`config.mk`:
```
export PLATFORM = sky130hd
export DESIGN_NAME = bis_blend
export DESIGN_NICKNAME = d
export VERILOG_FILES = /design/src/rtl/bis_pkg.sv /design/src/rtl/bis_blend.sv
export SDC_FILE = /design/constraint.sdc
export NUM_CORES = 2
export LEC_CHECK = 0
export ABC_AREA = 1
export BUFFER_PORTS_ARGS = -buffer_cell sky130_fd_sc_hd__buf_4
export CORE_MARGIN = 5
export CORE_UTILIZATION = 65
export DETAILED_ROUTE_END_ITERATION = 10
export GPL_ROUTABILITY_DRIVEN = 0
export HOLD_SLACK_MARGIN = 0.05
export PLACE_DENSITY_LB_ADDON = 0.08
export REMOVE_ABC_BUFFERS = 1
export SYNTH_ARGS = -nofsm -noshare
export SYNTH_HDL_FRONTEND = slang
export SYNTH_SLANG_ARGS = --single-unit
```
`constraint.sdc`:
```
create_clock -name clk_i -period 7.7 [get_ports clk_i]
set_input_delay 0.77 -clock clk_i [delete_from_list [all_inputs] [get_ports clk_i]]
set_output_delay 0.77 -clock clk_i [all_outputs]
set_load 0.01 [all_outputs]
```
`src/rtl/bis_pkg.sv`:
```
package bis_pkg;

  localparam int unsigned COORD_W    = 12;
  localparam int unsigned TGT_SIZE_W = 13;
  localparam int unsigned SRC_REG_W  = 9;

  localparam logic ACT_LOAD    = 1'b0;
  localparam logic ACT_COMPUTE = 1'b1;

  localparam logic [1:0] REG_SRC_WIDTH  = 2'd0;
  localparam logic [1:0] REG_SRC_HEIGHT = 2'd1;
  localparam logic [1:0] REG_TGT_WIDTH  = 2'd2;
  localparam logic [1:0] REG_TGT_HEIGHT = 2'd3;

  typedef struct packed {
    logic [7:0] red;
    logic [7:0] green;
    logic [7:0] blue;
  } rgb_t;

  typedef struct packed {
    logic               action;
    logic [7:0]         load_x;
    logic [7:0]         load_y;
    logic [7:0]         load_red;
    logic [7:0]         load_green;
    logic [7:0]         load_blue;
    logic [COORD_W-1:0] target_x;
    logic [COORD_W-1:0] target_y;
  } in_item_t;

  typedef struct packed {
    logic [7:0] out_red;
    logic [7:0] out_green;
    logic [7:0] out_blue;
  } out_item_t;

  typedef struct packed {
    logic wr_en;
    logic rd_en;
  } st_ctl_t;

endpackage

```
`src/rtl/bis_blend.sv`:
```
module bis_blend #(
  parameter int unsigned FRAC_W = 8
) (
  input  logic              clk_i,
  input  logic              rst_ni,
  input  logic              vld_i,
  input  bis_pkg::rgb_t     pa_i,
  input  bis_pkg::rgb_t     pb_i,
  input  bis_pkg::rgb_t     pc_i,
  input  bis_pkg::rgb_t     pd_i,
  input  logic [FRAC_W-1:0] fx_i,
  input  logic [FRAC_W-1:0] fy_i,
  output logic              vld_o,
  output bis_pkg::rgb_t     pix_o
);

  localparam int unsigned H_W = FRAC_W + 8;

  logic [H_W-1:0]    h0_q [3];
  logic [H_W-1:0]    h1_q [3];
  logic [FRAC_W-1:0] fy_q;
  logic [23:0]       res_q;
  logic              vld1_q, vld2_q;

  // per channel: a + (b - a) * f, once across and once down
  for (genvar c = 0; c < 3; c++) begin : g_ch
    logic [7:0]                a, b, cc, d;
    logic signed [8:0]         dif0, dif1;
    logic signed [FRAC_W:0]    fxs, fys;
    logic signed [FRAC_W+9:0]  m0, m1, s0, s1;
    logic signed [H_W:0]       dv;
    logic signed [2*FRAC_W+9:0] mv, sv;

    assign a    = pa_i[8*c +: 8];
    assign b    = pb_i[8*c +: 8];
    assign cc   = pc_i[8*c +: 8];
    assign d    = pd_i[8*c +: 8];
    assign fxs  = $signed({1'b0, fx_i});
    assign dif0 = $signed({1'b0, b}) - $signed({1'b0, a});
    assign dif1 = $signed({1'b0, d}) - $signed({1'b0, cc});
    assign m0   = dif0 * fxs;
    assign m1   = dif1 * fxs;
    assign s0   = $signed({2'b00, a, {FRAC_W{1'b0}}}) + m0;
    assign s1   = $signed({2'b00, cc, {FRAC_W{1'b0}}}) + m1;

    always_ff @(posedge clk_i) begin
      h0_q[c] <= s0[H_W-1:0];
      h1_q[c] <= s1[H_W-1:0];
    end

    assign fys = $signed({1'b0, fy_q});
    assign dv  = $signed({1'b0, h1_q[c]}) - $signed({1'b0, h0_q[c]});
    assign mv  = dv * fys;
    assign sv  = $signed({2'b00, h0_q[c], {FRAC_W{1'b0}}}) + mv;

    always_ff @(posedge clk_i) begin
      res_q[8*c +: 8] <= sv[2*FRAC_W +: 8];
    end
  end

  always_ff @(posedge clk_i) begin
    fy_q <= fy_i;
  end

  always_ff @(posedge clk_i or negedge rst_ni) begin
    if (!rst_ni) begin
      vld1_q <= 1'b0;
      vld2_q <= 1'b0;
    end else begin
      vld1_q <= vld_i;
      vld2_q <= vld1_q;
    end
  end

  assign vld_o = vld2_q;
  assign pix_o = bis_pkg::rgb_t'(res_q);

endmodule
```
==> metrics.txt <==
clk_lat worst skew around 0.47 ns; Seq cells post-synth 130; clk slew on worst S/H paths about 0.070 ns; Max FO, Critical Path 8; Hold Vio Cnt, Final 0; Post-Syn Area around 39000 sq um; PortBufs 139; most used cell, CP nand2_1; Compound-Gate Fraction of Synth Area under 10%; GRT Total Usage around 30%; routed vias between 30000 and 40000; final setup fails 0; H-Tree Depth 4; row count 89; Avg WL per Cell between 15 and 20 microns; Rel. slew slack around a quarter; Root Buffer clkbuf_16; Post-Synth Adder-Cell Area a little over 50%; vias per std cell 5.31; most frequent cells in the layout 1330 x inv_1, 916 x nand2_1, 732 x fa_1; Core Box Area 59100 sq um; Area Growth Syn to Fin 6.41%; router iterations before antenna repair 5; Die Width roughly 250 microns; fin crit share about 82%; CP Class reg -> reg; share of layout cells above drive strength 1 under 10%; Longest Clk Path Bufs 2; largest family of logic cells by synthesized area adder cells; RSZ-0062 raised after global routing no; CTS tree done; maxcap violations 0; Sum Neg Setup Slack 0 ns; asr flop ratio synth between 1.5 and 2%; io pins 140; Worst setup EP type flip-flop; first-pass GRT wire length roughly 160 mm; Syn Inst Count approximately 5000; Final Critical Period roughly 6.3 ns; Overflow after GRT 0; WP data required roughly 8.1 ns; largest net degree at the start of global routing 51; final setup skew 0.0164 ns; Nets approximately 6400; Critical Path Slowest Stage Cell xnor2_1; Hold Crit Class reg -> reg; Top FF cell, synth dfxtp_1; setup bufs post-CTS 0; post-synthesis mux area share 0%; outcome complete, no violations; Num CTS Buffers 17; number of antenna diodes 0; Die ar. about 65000 sq um; synthesized area per cell slightly below 8 sq um; share of the yosys chip area belonging to registers 6.73%; CP Launch Type flip-flop; most common cell after layout, fill and taps aside inv_1; Worst-Margin Slew ~1.1 ns; Remaining DRCs 0; CTS sink cnt 130; initial core utilization between 60% and 70%; Total Wirelength 94.1 mm; xor and xnor fraction of the mapped netlist area ~3.4%; EDFF count, synth 0; number of global-route vias before repair about 32000; Final HPWL DP about 80 mm; Max Slew Vio Count 0; Achievable Freq 159 MHz; Antenna Violating Nets Remaining 0; Arr. time, crit path about 6.6 ns; Iter 0 DRT Violations about 2100; initial antenna violation count 0; Netlist cell types 43; CP max stage delay between 0.5 and 0.6 ns; DIE HEIGHT 254 microns; Simple-Gate Fraction of Synth Area between 10% and 20%; Ys Warns 0; post_cts resized 0
## per-stage QoR
step,std cells,utilization [%],instance area (sq um),hold slack (ns),setup slack (ns)
floorplan,4928,-,38500,0.331,1.87
global placement,5867,68.8,40700,0.335,1.27
detailed placement,5867,68.8,40700,0.356,1.21
CTS,5899,69.8,41300,0.371,1.48
global route,5899,69.8,41300,0.372,1.01
finish,5899,69.8,41300,0.373,1.42
## cells by family (layout without fill, tap and decap cells)
group                      Yosys count  in the layout
AOI/OAI and AO/OA                  306            306
and+or+nand+nor                   1841           1841
xor gates and xnor gates           148            148
buffers and inverters             1426           1534
adders and majority gates         1167           1167
DFF                                130            130
## path summary, 6_finish.rpt
path                       slack [ns]  cells after the start  endpoint        from
setup reg to reg                 1.42                     29  pix_o[5]  h0_q[0][5]
hold / removal                   0.37                      0     vld_o      vld1_q
hold reg to reg                  0.37                      0     vld_o      vld1_q
min in group asynchronous        0.61                      2     vld_o      rst_ni
max in group asynchronous        7.01                      2    vld1_q      rst_ni
setup / recovery                 1.42                     29  pix_o[5]  h0_q[0][5]
## cell usage after synthesis (all sizes together) (7+ instances only)
cell type,n,share of area [%]
buf,10,0.10
a21oi,167,2.2
nor3,20,0.26
clkbuf,80,0.77
nor2,522,5.1
nand2,916,8.9
nand3b,34,0.68
xor2,99,2.2
nand4,25,0.40
dfxtp,128,6.6
nand3,219,2.8
xnor2,49,1.1
o21bai,24,0.48
o21ai,68,0.94
ha,435,14
inv,1333,13
a21o,16,0.31
or2,100,1.6
fa,732,38
o21a,7,0.14
## registers in the layout, summed over array words and instances, names as in the netlist
name and count:
fy_q 8, h0_q 48, h1_q 48, pix_o 24, vld1_q 1, vld_o 1
## what timing repair did
item,CTS,global route
hold buffers,1,0
endpoints found under the setup margin,0,0
endpoints found under the hold margin,2,0
## critical path: cells and delay by family (launching register included)
kind                       cells  cell delay (ns)
AOI/OAI and AO/OA              3             0.58
and+or+nand+nor               13             1.17
adders and majority gates      7             3.05
DFF                            1             0.31
buffers and inverters          5             0.46
xor gates and xnor gates       1             0.58
## per-layer routing
metal	GRT usage (%)	routed length (microns)	share of wire, %
met5	0.586	0	0
met4	6.54	1750	1.9
met3	5.32	7220	7.7
met2	48.5	43800	47
met1	42.7	41300	44
## area by class of cell
| cell class | count | area, sq um |
|---|---|---|
| fillers | 4989 | 17800 |
| clock inverters | 12 | 156 |
| flip-flops and latches | 130 | 2620 |
| multi-input cells | 3462 | 30800 |
| well taps | 773 | 967 |
| inverters | 1336 | 5010 |
| repair buffers | 167 | 1260 |
| clock buffers | 19 | 443 |
Power is not shown: default switching activity piles up to over one toggle a cycle in this logic, so the estimate is an artifact.
