File: src/rtl/bis_pkg.sv
package bis_pkg;

  localparam int unsigned COORD_W    = 12;
  localparam int unsigned TGT_SIZE_W = 13;
  localparam int unsigned SRC_REG_W  = 9;

  localparam logic ACT_LOAD    = 1'b0;
  localparam logic ACT_COMPUTE = 1'b1;

  localparam logic [1:0] REG_SRC_WIDTH  = 2'd0;
  localparam logic [1:0] REG_SRC_HEIGHT = 2'd1;
  localparam logic [1:0] REG_TGT_WIDTH  = 2'd2;
  localparam logic [1:0] REG_TGT_HEIGHT = 2'd3;

  typedef struct packed {
    logic [7:0] red;
    logic [7:0] green;
    logic [7:0] blue;
  } rgb_t;

  typedef struct packed {
    logic               action;
    logic [7:0]         load_x;
    logic [7:0]         load_y;
    logic [7:0]         load_red;
    logic [7:0]         load_green;
    logic [7:0]         load_blue;
    logic [COORD_W-1:0] target_x;
    logic [COORD_W-1:0] target_y;
  } in_item_t;

  typedef struct packed {
    logic [7:0] out_red;
    logic [7:0] out_green;
    logic [7:0] out_blue;
  } out_item_t;

  typedef struct packed {
    logic wr_en;
    logic rd_en;
  } st_ctl_t;

endpackage

File: src/rtl/bis_axis_map.sv
module bis_axis_map #(
  parameter int unsigned SRC_W  = 9,
  parameter int unsigned IP_W   = 8,
  parameter int unsigned FRAC_W = 8,
  parameter int unsigned NUM_W  = 30
) (
  input  logic                          clk_i,
  input  logic [bis_pkg::COORD_W-1:0]   coord_i,
  input  logic [SRC_W-1:0]              src_i,
  input  logic [bis_pkg::TGT_SIZE_W-1:0] dst_i,
  output logic [IP_W-1:0]               ip0_o,
  output logic [IP_W-1:0]               ip1_o,
  output logic [FRAC_W-1:0]             frac_o
);

  localparam int unsigned UP_W  = bis_pkg::TGT_SIZE_W + SRC_W;
  localparam int unsigned DIV_W = bis_pkg::TGT_SIZE_W + 1;

  logic [UP_W-1:0]  up_q;
  logic [DIV_W-1:0] div;
  logic [NUM_W-1:0] num_q [NUM_W];
  logic [DIV_W-1:0] rem_q [NUM_W];
  logic [NUM_W-1:0] quo_q [NUM_W+1];
  logic [IP_W-1:0]  ip0_q, ip1_q, ip0_d, ip1_d;
  logic [FRAC_W-1:0] frac_q;
  logic [NUM_W-1:0] ipf;
  logic [SRC_W-1:0] lim;

  assign div = {dst_i, 1'b0};

  // scaled position numerator (2d+1)*src
  always_ff @(posedge clk_i) begin
    up_q <= UP_W'({coord_i, 1'b1}) * UP_W'(src_i);
  end

  // drop to zero when the centre falls left of the first pixel
  always_ff @(posedge clk_i) begin
    num_q[0] <= (up_q <= UP_W'(dst_i)) ? '0 : (NUM_W'(up_q - UP_W'(dst_i)) << FRAC_W);
    rem_q[0] <= '0;
    quo_q[0] <= '0;
  end

  // restoring divider, one quotient bit per stage
  for (genvar k = 0; k < NUM_W; k++) begin : g_div
    logic [DIV_W:0] trial;
    logic           ge;
    assign trial = {rem_q[k], num_q[k][NUM_W-1]};
    assign ge    = (trial >= {1'b0, div});
    always_ff @(posedge clk_i) begin
      quo_q[k+1] <= {quo_q[k][NUM_W-2:0], ge};
    end
    if (k < NUM_W - 1) begin : g_carry
      always_ff @(posedge clk_i) begin
        rem_q[k+1] <= ge ? DIV_W'(trial - {1'b0, div}) : DIV_W'(trial);
        num_q[k+1] <= num_q[k] << 1;
      end
    end
  end

  always_comb begin
    lim   = src_i - 1'b1;
    ipf   = quo_q[NUM_W] >> FRAC_W;
    ip0_d = (ipf > NUM_W'(lim)) ? IP_W'(lim) : IP_W'(ipf);
    ip1_d = (ip0_d >= IP_W'(lim)) ? ip0_d : ip0_d + 1'b1;
  end

  always_ff @(posedge clk_i) begin
    ip0_q  <= ip0_d;
    ip1_q  <= ip1_d;
    frac_q <= quo_q[NUM_W][FRAC_W-1:0];
  end

  assign ip0_o  = ip0_q;
  assign ip1_o  = ip1_q;
  assign frac_o = frac_q;

endmodule

File: config.mk
export PLATFORM = sky130hd
export DESIGN_NAME = bis_axis_map
export DESIGN_NICKNAME = d
export VERILOG_FILES = /design/src/rtl/bis_pkg.sv /design/src/rtl/bis_axis_map.sv
export SDC_FILE = /design/constraint.sdc
export NUM_CORES = 2
export LEC_CHECK = 0
export BUFFER_PORTS_ARGS = -buffer_cell sky130_fd_sc_hd__buf_2
export CORE_MARGIN = 2
export CORE_UTILIZATION = 61
export DETAILED_ROUTE_END_ITERATION = 16
export PLACE_DENSITY_LB_ADDON = 0.1
export SYNTH_ARGS = -nofsm -noshare
export SYNTH_HDL_FRONTEND = slang
export SYNTH_SLANG_ARGS = --single-unit
File: constraint.sdc
create_clock -name clk_i -period 7.4 [get_ports clk_i]
set_input_delay 1.11 -clock clk_i [delete_from_list [all_inputs] [get_ports clk_i]]
set_output_delay 1.11 -clock clk_i [all_outputs]
set_load 0.005 [all_outputs]
==> flow_summary.yaml <==
run_status:
  status: "finished clean"
clock_network:
  htreeDepth: 3
  tritoncts: "done"
  post_cts_resized: 0
  clock_sinks: 1163
  post-cts-setup-buffers: 0
  clk_pin_slew_ps: 60
  clock_latency_ps: 720
  cts_hold_buf: 0
  clockBufferDepth: 3
  cts-root-buf: "clkbuf_16"
  cts_buffers: 110
synthesis:
  avgSynthCellArea_um2: 11.1
  yosysTopAreaCellShare: 0.483
  netlist_area_um2: 48200
  synth_nets: 4931
  synth_flop_cell: "dfxtp_1"
  async_reset_ff_frac: 0
  yosys_warnings: 0
  synth_commonest_cells: "dfxtp_1, ha_1, mux2_2"
  synth-edff-count: 0
  ys_seq_area_frac: 0.483
  synth_most_common_cell: "dfxtp_1"
  yosys.area.top_type: "dfxtp_1"
  ys_ff_latch: 1163
  synthTopCellsByArea: "dfxtp_1, ha_1, mux2_2"
  ys_types: 77
  synth_cells: 4340
power_and_ir_drop:
  power.density_nw_per_um2: 471
  vdd_drop_max_mv: 0.311
  leakagePower_uw: 0.0240
  power_uw: 25300
setup_path:
  cp.buffers_inverters: 2
  worstPathCellList: "buf_2 -> or2_2 -> nor4_1 -> xor2_1 -> inv_1 -> ha_1 -> nand2_1 -> o21ai_0 -> a221o_1 -> nand3_1 -> o221ai_4 -> nor2_1 -> a21oi_2 -> ha_1 -> a2111o_1 -> o22ai_1 -> o21ai_0 -> nor2_1 -> a41oi_1 -> xnor2_1"
  cp_max_fo: 26
  critical_path_arrival_ps: 6130
  required_ps: 7950
  critPathSlowestCell: "o221ai_4"
  critPathLaunchType: "input pin"
  crit_family: "compound AO/OA/AOI/OAI gates"
  cp_slowest_stage_delay_ps: 680
  end_kind: "flip-flop"
  path_class: "in2reg"
floorplanning:
  initial_utilization: 0.614
  die_area_um2: 81400
  ios: 59
  core_area_um2: 78600
  die_w_um: 285
  die_h_um: 285
  rows: 103
finish:
  multi_input_area_um2: 23800
  n_antenna_cell: 0
  fin_nets: 5063
  fill_cells: 5984
  layout-drive-gt1-share: 0.130
  regArea_um2: 23300
  area_growth_syn_to_layout_pct: 11.2
detailed_routing:
  wl_met1_um: 46200
  wl_um: 97900
  routed-wl-met2_um: 44500
  highest_layer: "met4"
  wl_met3_um: 4590
  dr.first_iter.drc_count: 1503
  vias: 31000
  post-route-drc-count: 0
  wire_per_inst_um: 17.4
  vias_per_cell: 5.51
  drtAntennaViolNets: 0
  drt-pass1-iter-count: 5
global_route:
  track_usage: 0.242
  grt_max_degree: 31
  gr-total-overflow: 0
  grt_pass1_wl_um: 158000
  grt_pass1_vias: 30600
  antenna_found_initial: 0
sta:
  finalHoldViolations: 0
  fin_tns_setup_ps: 0
  finalMaxSlewViolations: 0
  rsz0062_at_grt: "no"
  maxSlewHeadroom: 0.178
  period_share: 0.755
  clock_skew_ps: 72.5
  fmax_mhz: 179
  worstMarginPinSlew_ps: 1230
  period_minus_slack_ps: 5580
  setup_viol: 0
placement:
  port_buffers: 58
  dpl.hpwl_um: 68300
  gp_congestion: 0.889
worst_hold_path:
  hold_path.class: "reg2reg"
job:
  maxCapViolations: 0
registers in the layout, indices dropped and copies added (netlist names):
register  count
ip1_o         8
ip0_o         8
rem_q       399
quo_q       465
frac_o        8
num_q       253
up_q         22
cell usage in the layout, fill, tap and decap left out, types with 110 or more instances in the layout:
cell type and n:
a21o_1 116, a21oi_1 190, clkbuf_16 110, dfxtp_1 1163
ha_1 449, inv_1 235, mux2_2 273, nand2_1 192
nor2_1 260, xnor2_1 206
kinds of logic (layout without fill, tap and decap cells):
| group | after synthesis | count (layout) | synth area share |
|---|---|---|---|
| mux | 329 | 329 | 0.0753 |
| buf+inv | 307 | 532 | 0.0250 |
| xor+xnor | 270 | 270 | 0.0490 |
| flops | 1163 | 1163 | 0.483 |
| simple gates | 961 | 961 | 0.0992 |
| fa+ha+maj | 556 | 556 | 0.161 |
| compound gates | 754 | 754 | 0.108 |
per-stage QoR:
step | setup WS (ps) | hold WS [ps] | instance area, um^2 | std cells | util
after global routing | 1380 | 256 | 53600 | 5615 | 0.682
final | 1820 | 257 | 53600 | 5615 | 0.682
after global placement | 1250 | 310 | 49700 | 5410 | 0.633
after detailed placement | 1210 | 312 | 49700 | 5410 | 0.633
after floorplan | 1720 | 310 | 48200 | 4340 | -
after CTS | 1930 | 247 | 53600 | 5615 | 0.682
worst paths after layout:
kind,cells past startpoint,slack [ps],endpoint,from
hold reg to reg,0,260,quo_q[1][70]$_DFF_P_,quo_q[1][39]$_DFF_P_
setup / recovery,20,1820,ip1_o[6]$_DFF_P_,src_i[1]
setup reg to reg,14,2880,ip1_o[6]$_DFF_P_,quo_q[1][448]$_DFF_P_
hold / removal,0,260,quo_q[1][70]$_DFF_P_,quo_q[1][39]$_DFF_P_
where the power goes:
part | total [uW] | leakage [uW] | internal, uW | switching [uW]
combinational | 9780 | 0.0125 | 4820 | 4960
sequential | 9710 | 0.00968 | 8690 | 1020
clock | 5800 | 0.00188 | 3340 | 2460
total | 25300 | 0.0240 | 16800 | 8440
routing by layer:
| metal | vias up | track usage |
|---|---|---|
| met2 | 652 | 0.392 |
| met4 | 0 | 0.0753 |
| met3 | 161 | 0.0357 |
| met1 | 14600 | 0.335 |
| li1 | 15500 | - |
| met5 | - | 0 |
layout make-up:
type	count	share of cell area
tap	1050	0.0245
clock inverter	58	0.0151
clock buffer	147	0.0576
timing repair buffer	80	0.00849
multi-input combinational	2870	0.443
sequential	1163	0.434
inverter	247	0.0173
(Power assumes the default switching activity.)
