===== src/rtl/bis_fifo.sv =====
module bis_fifo #(
  parameter int unsigned DEPTH = 2,
  parameter type T = logic
) (
  input  logic clk_i,
  input  logic rst_ni,
  input  logic push_i,
  input  T     data_i,
  output logic full_o,
  input  logic pop_i,
  output logic valid_o,
  output T     data_o
);

  localparam int unsigned AW = (DEPTH > 1) ? $clog2(DEPTH) : 1;
  localparam int unsigned CW = $clog2(DEPTH + 1);

  T               mem [DEPTH];
  T               data_q;
  logic [AW-1:0]  wr_ptr_q, wr_ptr_d, rd_ptr_q, rd_ptr_d;
  logic [CW-1:0]  cnt_q, cnt_d;
  logic           vld_q, vld_d;
  logic           push_ok, load;

  function automatic logic [AW-1:0] ptr_next(input logic [AW-1:0] p);
    return (p == AW'(DEPTH - 1)) ? '0 : p + 1'b1;
  endfunction

  assign full_o  = (cnt_q == CW'(DEPTH));
  assign push_ok = push_i && !full_o;
  // prefetch the head word into the output register
  assign load    = (cnt_q != '0) && (!vld_q || pop_i);

  always_comb begin
    wr_ptr_d = push_ok ? ptr_next(wr_ptr_q) : wr_ptr_q;
    rd_ptr_d = load ? ptr_next(rd_ptr_q) : rd_ptr_q;
    cnt_d    = cnt_q + CW'(push_ok) - CW'(load);
    vld_d    = load ? 1'b1 : (pop_i ? 1'b0 : vld_q);
  end

  always_ff @(posedge clk_i or negedge rst_ni) begin
    if (!rst_ni) begin
      wr_ptr_q <= '0;
      rd_ptr_q <= '0;
      cnt_q    <= '0;
      vld_q    <= 1'b0;
    end else begin
      wr_ptr_q <= wr_ptr_d;
      rd_ptr_q <= rd_ptr_d;
      cnt_q    <= cnt_d;
      vld_q    <= vld_d;
    end
  end

  always_ff @(posedge clk_i) begin
    if (push_ok) begin
      mem[wr_ptr_q] <= data_i;
    end
    if (load) begin
      data_q <= mem[rd_ptr_q];
    end
  end

  assign valid_o = vld_q;
  assign data_o  = data_q;

endmodule


===== config.mk =====
export PLATFORM = sky130hd
export DESIGN_NAME = bis_fifo
export DESIGN_NICKNAME = d
export VERILOG_FILES = /design/src/rtl/bis_fifo.sv
export SDC_FILE = /design/constraint.sdc
export NUM_CORES = 1
export LEC_CHECK = 0
export BUFFER_PORTS_ARGS = -buffer_cell sky130_fd_sc_hd__buf_4
export CORE_AREA = 2 2 39 41
export CTS_BUF_LIST = sky130_fd_sc_hd__clkbuf_8
export CTS_CLUSTER_DIAMETER = 80
export DETAILED_ROUTE_END_ITERATION = 12
export DIE_AREA = 0 0 41 43
export PLACE_DENSITY = 0.48
export SLEW_MARGIN = 20
export SYNTH_ARGS = -nofsm -noshare
export SYNTH_HDL_FRONTEND = slang
export SYNTH_SLANG_ARGS = --single-unit

===== constraint.sdc =====
create_clock -name clk_i -period 1.8 [get_ports clk_i]
set_input_delay 0.18 -clock clk_i [delete_from_list [all_inputs] [get_ports clk_i]]
set_output_delay 0.18 -clock clk_i [all_outputs]
set_load 0.02 [all_outputs]

==> metrics.csv, run 1 <==
metric,value,unit
antenna cells,0,
Area contributors post-synth,"dfrtp_1 37%, edfxtp_1 27%, xnor2_1 7.7%",
clk_lat worst skew,220,ps
FF-to-FF End,cnt_q[1],
RSZ-0062 raised after global routing,false,
root buffer cell,clkbuf_8,
Worst Clk Skew,0.665,ps
max_cap viols,0,
Final Instance Area,467,um2
Worst Setup SP,cnt_q[1],
total gr overflow,0,
Initial Util,24.5,%
vias per std cell,3.89,
Tmin final,1530,ps
syn avg cell area,13.0,um2
boundary pin count,8,
grt met1 use,9.76,%
Routed Antenna Nets,0,
top-area cell type share of the netlist area,36.9,%
post-layout net count,46,
Vias,210,
critical path type,reg -> reg,
Final Max Tran Viols,0,
H-tree lvl count,1,
fin crit share,84.7,%
"CTS clk-pin slew, worst paths",40,ps
Post-route DRC,0,
GR peak layer,met1,
register area share after synthesis,63.5,%
maximum clock rate,656,MHz
"Req. time, crit path",1940,ps
VDD IR max,0.000524,V
pin count of the biggest net entering global routing,6,
RR Startpoint,cnt_q[1],
Seq cells post-synth,8,
Worst R2R Path Depth,7,
Die ar.,1760,um2
Pwr per Cell Area,1800,nW/um2
Slew headroom,86.9,%
first drt pass iteration count,1,
Total GRT Usage,7.94,%
worst hold path class,in -> reg,
syn_nets,33,
DPL Wire Length,399,um
Synth area leader,dfrtp_1,
Post-Layout Cell Count,54,
placed cells,49,
Leak,0.224,nW
crit path DAT,1670,ps
post-cts resize count,0,
CORE AREA,1380,um2
first-pass GRT wire length,876,um
final hold slack,142,ps
Die X-Extent,41,um
final setup fails,0,
vias in the first global route,229,
clk sinks,8,
Slew @ Worst Pin,196,ps
synth warn,0,
P&R area growth vs syn,37.6,%
status,finished clean,
Mapped Area,339,um2
TritonCTS buffer count,3,
WHS Path Cells,1,
M3 GR Usage,4.71,%
crit path to,cnt_q[1],
Placer Congestion,0.692,
R2R setup slack,270,ps
initial antenna violation count,0,
CTS tree,done,
routed len/inst,9.09,um
"Cell Area, Placed",412,um2
fin util,33.7,%
DRT iter0 DRCs,0,
CP startpoint kind,flop,
Die Y,43,um
Mapped Cells,26,
CTS max path bufs,2,
routed wire length,491,um
Post-Route Setup TNS,0,ps
Port Buf Inserts,7,
hold violation count in the final report,0,
row count,14,
Crit. End Element,flop,
Synth cell types,13,
Worst Path Max Fanout,3,
"commonest cells after routing, fill and taps aside","7 x buf_4, 5 x inv_1, 5 x dfrtp_1",
share of cells above drive strength 1,28.9,%
M2 GR Usage,9.69,%
"most common cell after layout, fill and taps aside",buf_4,
-- synthesized netlist by cell type, drive strengths merged --
library cell,n
a21oi,1
and3,1
dfrtp,5
edfxtp,3
ha,2
inv,4
mux2,1
nand2,1
nand2b,1
nor2,2
o21ai,1
xnor2,3
xor2,1
-- report_power, final --
part	total (W)	switching, W	internal (W)	leakage [nW]
Combinational	0.000297	0.000148	0.000149	0.113
Sequential	0.000328	0.0000498	0.000278	0.0845
Clock	0.000215	0.0000672	0.000147	0.0269
Total	0.000840	0.000265	0.000575	0.224
-- registers in the layout, summed over array words and instances (netlist names) --
| register | cells |
|---|---|
| rd_ptr_q | 1 |
| mem | 2 |
| data_o | 1 |
| cnt_q | 2 |
| wr_ptr_q | 1 |
| valid_o | 1 |
-- worst min-delay path by stage --
stage	slack [ps]	startpoint	end
3_5_place_dp	-10	rst_ni	valid_o
6_report	140	data_i	mem[1]
5_1_grt	130	data_i	mem[0]
3_3_place_gp	-10	rst_ni	valid_o
2_1_floorplan	-120	rst_ni	cnt_q[0]
4_1_cts	140	data_i	mem[0]
-- layer usage --
layer,wire length [um],vias up
li1,-,106
met1,219,97
met2,225,7
met3,46,0
met4,0,0
met5,0,-
-- kinds of logic after synthesis --
kind of cell	after synthesis	share of synthesized area (%)
adder cells (fa/ha/maj)	2	7.38
AND/OR/NAND/NOR	5	7.01
buffers and inverters	4	4.43
XOR/XNOR	4	10.3
multiplexers	1	3.32
flip-flops	8	63.5
AO/OA/AOI/OAI	2	4.06
-- per-stage QoR --
stage | worst slack, ps | total power (W)
after detailed placement | 251 | 0.000635
final | 275 | 0.000840
after floorplan | 362 | 0.000541
after CTS | 243 | 0.000857
after global routing | 165 | 0.000913
after global placement | 306 | 0.000617
-- worst max-delay path: stages, from the launching register on --
cell and delay (ps):
dfrtp_1 400, nor2_1 170, a21oi_2 80, ha_1 270, inv_1 40, ha_1 180, xnor2_1 180, xnor2_1 140
-- layout make-up --
type / instances / area, um2
well taps: 16 / 20.0
clock buffers: 3 / 41.3
repair buffers: 8 / 62.6
multi-input cells: 14 / 109
fillers: 139 / 917
clock inverters: 1 / 3.75
flip-flops and latches: 8 / 215
inverters: 4 / 15.0
-- repair_timing --
item	4_1_cts	5_1_grt
buffers inserted	0	0
hold buffers	1	0
hold endpoints to repair	5	0
endpoints found under the setup margin	0	0
Note: power is estimated with default switching activity, not from simulation.
==> run 2: changes to the inputs <==
--- a/config.mk
+++ b/config.mk
@@ -5,13 +5,14 @@
 export SDC_FILE = /design/constraint.sdc
 export NUM_CORES = 1
 export LEC_CHECK = 0
+export ABC_AREA = 1
 export BUFFER_PORTS_ARGS = -buffer_cell sky130_fd_sc_hd__buf_4
 export CORE_AREA = 2 2 39 41
 export CTS_BUF_LIST = sky130_fd_sc_hd__clkbuf_8
 export CTS_CLUSTER_DIAMETER = 80
 export DETAILED_ROUTE_END_ITERATION = 12
 export DIE_AREA = 0 0 41 43
-export PLACE_DENSITY = 0.48
+export PLACE_DENSITY = 0.51
 export SLEW_MARGIN = 20
 export SYNTH_ARGS = -nofsm -noshare
 export SYNTH_HDL_FRONTEND = slang
==> constraint.sdc (replaced) <==
create_clock -name clk_i -period 1.5 [get_ports clk_i]
set_input_delay 0.15 -clock clk_i [delete_from_list [all_inputs] [get_ports clk_i]]
set_output_delay 0.15 -clock clk_i [all_outputs]
set_load 0.02 [all_outputs]
==> run 2 against run 1 <==
Against the previous run:
- hold slack worse by 38 ps
- power up 30%
- global-route usage up 0.59 points
- clock skew up 4.5 ps
- critical path depth up 2
- setup slack worse by 140 ps
- sequential power up 18%
- first-iteration DRC count up 8
- flip-flop and latch count unchanged
- largest power group is now combinational cells
==> metrics.csv, run 2 <==
metric,value,unit
Pwr per Cell Area,2170,nW/um2
hold violation count in the final report,0,
combinational share of power,40.3,%
Die ar.,1760,um2
Tmin final,1360,ps
DPL Wire Length,448,um
Worst R2R Path Depth,9,
CP max-delay cell,dfrtp_1,
Total GRT Usage,8.54,%
Leak,0.286,nW
P_int,0.000691,W
Vias,285,
pin count of the biggest net entering global routing,6,
post-layout net count,63,
"FFs w/ async S/R, synth",62.5,%
WHS Path Cells,1,
top-area cell type share of the netlist area,33.3,%
CP startpoint kind,flop,
sequential group share of total power,35.5,%
CTS tree,done,
Clk network pwr share,24.1,%
"Req. time, crit path",1620,ps
Routed Antenna Nets,0,
vias per std cell,4.01,
register area share after synthesis,57.3,%
first-pass GRT wire length,917,um
final setup fails,0,
"most common cell after layout, fill and taps aside",nand2_1,
Fill cells,134,
Post-Route Setup TNS,0,ps
Final Max Tran Viols,0,
CTS max path bufs,2,
Sw Share,36.6,%
placed cells,66,
DRT iter0 DRCs,8,
"CTS clk-pin slew, worst paths",40,ps
P&R area growth vs syn,34.0,%
most numerous cell in the Yosys netlist,nand2_1,
initial antenna violation count,0,
Mapped Area,375,um2
Slew headroom,91.8,%
fin crit share,91.0,%
root buffer cell,clkbuf_8,
RSZ-0062 raised after global routing,false,
Final Instance Area,503,um2
vias in the first global route,234,
"Cell Area, Placed",448,um2
clk sinks,8,
final hold slack,104,ps
Die X-Extent,41,um
Worst Clk Skew,5.16,ps
Post-Layout Cell Count,71,
routed len/inst,7.58,um
routed wire length,538,um
Synth cell types,8,
worst hold path class,in -> reg,
Slew @ Worst Pin,122,ps
share of cells above drive strength 1,27.3,%
max_cap viols,0,
Area contributors post-synth,"dfrtp_1 33%, edfxtp_1 24%, nand2_1 15%",
Critical Path Max Stage Delay,400,ps
"EDFF count, synth",3,
Die Y,43,um
Top Registers,"cnt_q: 2 flops, mem: 2 flops",
Initial Util,27.1,%
Commonest cells post-synth,"15 x nand2_1, 11 x inv_1, 5 x dfrtp_1",
Placer Congestion,0.656,
status,finished clean,
H-tree lvl count,1,
Post-route DRC,0,
row count,14,
maximum clock rate,733,MHz
total gr overflow,0,
Crit. End Element,flop,
Synth Flop Type,dfrtp_1,
Synth area leader,dfrtp_1,
total power,0.00109,W
Worst Path Max Fanout,3,
boundary pin count,8,
TritonCTS buffer count,3,
clk_lat worst skew,230,ps
Seq cells post-synth,8,
crit path DAT,1480,ps
synth warn,0,
"commonest cells after routing, fill and taps aside","15 x nand2_1, 10 x inv_1, 7 x buf_4",
Psw,0.000400,W
crit path cell chain,inv_2 -> nand2_2 -> nand2_2 -> inv_1 -> ha_1 -> inv_1 -> ha_1 -> nand3_1 -> nand2_1,
antenna cells,0,
Port Buf Inserts,7,
first drt pass iteration count,4,
VDD IR max,0.000856,V
syn_nets,50,
critical path type,reg -> reg,
CORE AREA,1380,um2
Mapped Cells,43,
syn avg cell area,8.73,um2
[run 2: area by class of cell]
type	instances	area, um2	area share, %
repair buffers	8	62.6	12.4
multi-input cells	24	119	23.6
clock buffers	3	41.3	8.21
clock inverters	1	3.75	0.746
well taps	16	20.0	3.98
inverters	11	41.3	8.21
flip-flops and latches	8	215	42.8
[run 2: per-stage QoR]
stage	setup slack, ps	utilization [%]
2_1_floorplan	110	-
3_3_place_gp	116	32.4
3_5_place_dp	113	32.4
4_1_cts	104	36.3
5_1_grt	10.1	36.3
6_report	135	36.3
[run 2: what timing repair did]
item,in CTS,in global routing
resized for setup,0,2
endpoints found under the setup margin,0,1
hold buffers,1,0
setup buffers,0,0
endpoints found under the hold margin,5,0
[run 2: final timing paths]
| check | to | slack, ps | start |
|---|---|---|---|
| worst max-delay path | cnt_q[1] | 140 | cnt_q[1] |
| worst min-delay path | mem[1] | 100 | data_i |
| worst max register to register | cnt_q[1] | 140 | cnt_q[1] |
| worst min register to register | wr_ptr_q | 470 | wr_ptr_q |
| max in group asynchronous | rd_ptr_q | 1130 | rst_ni |
| min in group asynchronous | cnt_q[0] | 260 | rst_ni |
[run 2: critical path: cells and delay by family, from the launching register on]
| family | cells | cell delay [ps] |
|---|---|---|
| adders and majority gates | 2 | 450 |
| buffers and inverters | 3 | 170 |
| DFF | 1 | 400 |
| and+or+nand+nor | 4 | 250 |
[run 2: cell families after synthesis]
family,Yosys count,share of synthesized area [%]
flip-flops,8,57.3
adder cells (fa/ha/maj),2,6.67
buffers and inverters,11,11.0
AND/OR/NAND/NOR,22,25.0
[run 2: metal layers]
| layer | GRT usage, % | up-vias | part of all wire [%] |
|---|---|---|---|
| li1 | - | 152 | - |
| met1 | 10.4 | 121 | 47 |
| met2 | 10.0 | 10 | 42 |
| met3 | 7.85 | 2 | 8.0 |
| met4 | 4.00 | 0 | 2.8 |
| met5 | 0 | - | 0 |
[run 2: power groups by stage]
stage               logic (W)  clock network [W]  registers, W
CTS                  0.000450           0.000268      0.000384
global placement     0.000437                  0      0.000386
finish               0.000440           0.000263      0.000387
detailed placement   0.000447                  0      0.000387
floorplan            0.000288                  0      0.000415
global route         0.000522           0.000280      0.000402
==> run 3: changes to the inputs <==
--- a/config.mk
+++ b/config.mk
@@ -13,7 +13,6 @@
 export DETAILED_ROUTE_END_ITERATION = 12
 export DIE_AREA = 0 0 41 43
 export PLACE_DENSITY = 0.51
-export SLEW_MARGIN = 20
 export SYNTH_ARGS = -nofsm -noshare
 export SYNTH_HDL_FRONTEND = slang
 export SYNTH_SLANG_ARGS = --single-unit
==> constraint.sdc (replaced) <==
create_clock -name clk_i -period 1.8 [get_ports clk_i]
set_input_delay 0.18 -clock clk_i [delete_from_list [all_inputs] [get_ports clk_i]]
set_output_delay 0.18 -clock clk_i [all_outputs]
set_load 0.02 [all_outputs]
==> run 3 against run 2 <==
Against the previous run:
- utilization stayed put
- largest cell class unchanged
- critical endpoint unchanged
- sequential power is 17% lower
- sequential share of layout area stayed put
- first-iteration DRC count is 88% lower
==> metrics.csv, run 3 (synthesis gave the netlist of run 2 again) <==
metric,value,unit
max_cap viols,0,
vias per std cell,4.01,
Worst path top cell family by delay,adder cells,
CTS max path bufs,2,
Initial Util,27.1,%
Die Y,43,um
total gr overflow,0,
Total GRT Usage,9.33,%
critical path type,reg -> reg,
P_int,0.000575,W
Final Instance Area,503,um2
Top Registers,"cnt_q: 2 flops, mem: 2 flops",
first-pass GRT wire length,979,um
Placer Congestion,0.624,
"commonest cells after routing, fill and taps aside","15 x nand2_1, 12 x inv_1, 7 x buf_4",
row count,14,
"Req. time, crit path",1920,ps
CORE AREA,1380,um2
area occupied by multi-input gates,119,um2
Pwr per Cell Area,1810,nW/um2
"most common cell after layout, fill and taps aside",nand2_1,
Crit. End Element,flop,
flip-flop and latch area,215,um2
"CTS clk-pin slew, worst paths",50,ps
routed wire length,603,um
CP bufs+invs,3,
CP startpoint kind,flop,
Routed Antenna Nets,0,
most frequent CP cell,inv_1,
CP max-delay cell,dfrtp_1,
fin crit share,76.6,%
M3 GR Usage,7.85,%
first drt pass iteration count,2,
hold violation count in the final report,0,
Worst Clk Skew,5.23,ps
Die ar.,1760,um2
VDD IR max,0.000761,V
status,finished clean,
initial antenna violation count,0,
crit path DAT,1500,ps
Post-Route Setup TNS,0,ps
routed len/inst,8.49,um
Port Buf Inserts,7,
Leak,0.288,nW
H-tree lvl count,1,
Psw,0.000335,W
Die X-Extent,41,um
Post-route DRC,0,
final setup fails,0,
Critical Path Max Stage Delay,380,ps
boundary pin count,8,
post-layout net count,63,
Worst Path Max Fanout,3,
final hold slack,131,ps
"Cell Area, Placed",448,um2
vias in the first global route,259,
clk sinks,8,
P&R area growth vs syn,34.0,%
root buffer cell,clkbuf_8,
M2 GR Usage,12.2,%
total power,0.000910,W
maximum clock rate,725,MHz
antenna cells,0,
Clk network pwr share,24.6,%
Tmin final,1380,ps
Sw Share,36.8,%
GR peak layer,met2,
combinational share of power,40.2,%
TritonCTS buffer count,3,
DPL Wire Length,464,um
share of cells above drive strength 1,23.6,%
CTS tree,done,
post-cts resize count,0,
Slew @ Worst Pin,134,ps
sequential group share of total power,35.2,%
Final Max Tran Viols,0,
Vias,285,
DRT iter0 DRCs,1,
clk_lat worst skew,230,ps
Slew headroom,91.1,%
worst hold path class,in -> reg,
RSZ-0062 raised after global routing,false,
grt met1 use,9.63,%
Fill cells,136,
crit path cell chain,inv_1 -> nand2_2 -> nand2_2 -> inv_1 -> ha_1 -> inv_1 -> ha_1 -> nand3_1 -> nand2_1,
pin count of the biggest net entering global routing,6,
run 3: cell count changes in the layout (fill, tap and decap cells not counted):
cell   previous run  this run
inv_2             2         0
inv_1            10        12
run 3: through the flow:
step           utilization, %  cells  setup WS, ps
6_report                 36.3     71           421
5_1_grt                  36.3     71           323
4_1_cts                  36.3     71           413
3_5_place_dp             32.4     66           424
3_3_place_gp             32.4     66           425
2_1_floorplan               -     43           410
run 3: per-layer routing:
| metal | vias to the layer above | wire [um] | part of all wire (%) |
|---|---|---|---|
| met2 | 9 | 270 | 45 |
| met5 | - | 0 | 0 |
| met1 | 125 | 263 | 44 |
| li1 | 151 | - | - |
| met3 | 0 | 68 | 11 |
| met4 | 0 | 0 | 0 |
run 3: path summary, 6_finish.rpt:
| kind | startpoint | endpoint | slack, ps | cells past startpoint |
|---|---|---|---|---|
| worst max-delay path | cnt_q[1] | cnt_q[1] | 420 | 9 |
| worst min-delay path | data_i | mem[1] | 130 | 1 |
| worst max register to register | cnt_q[1] | cnt_q[1] | 420 | 9 |
| worst min register to register | wr_ptr_q | wr_ptr_q | 470 | 2 |
| max in group asynchronous | rst_ni | wr_ptr_q | 1400 | 2 |
| min in group asynchronous | rst_ni | valid_o | 290 | 2 |
run 3: cell type report:
| type | instances | area share (%) |
|---|---|---|
| tap | 16 | 3.98 |
| clock buffer | 3 | 8.21 |
| sequential | 8 | 42.8 |
| multi-input combinational | 24 | 23.6 |
| timing repair buffer | 8 | 12.4 |
| clock inverter | 1 | 0.746 |
| inverter | 11 | 8.21 |
run 3: power groups by stage:
stage          combinational, W  sequential (W)  clock [W]
3_3_place_gp           0.000367        0.000322          0
5_1_grt                0.000426        0.000330   0.000246
6_report               0.000365        0.000321   0.000224
3_5_place_dp           0.000371        0.000323          0
2_1_floorplan          0.000240        0.000345          0
4_1_cts                0.000374        0.000320   0.000239
run 3: timing repair:
| item | 4_1_cts | 5_1_grt |
|---|---|---|
| hold endpoints to repair | 5 | 0 |
| setup buffers | 0 | 0 |
| hold buffers | 1 | 0 |
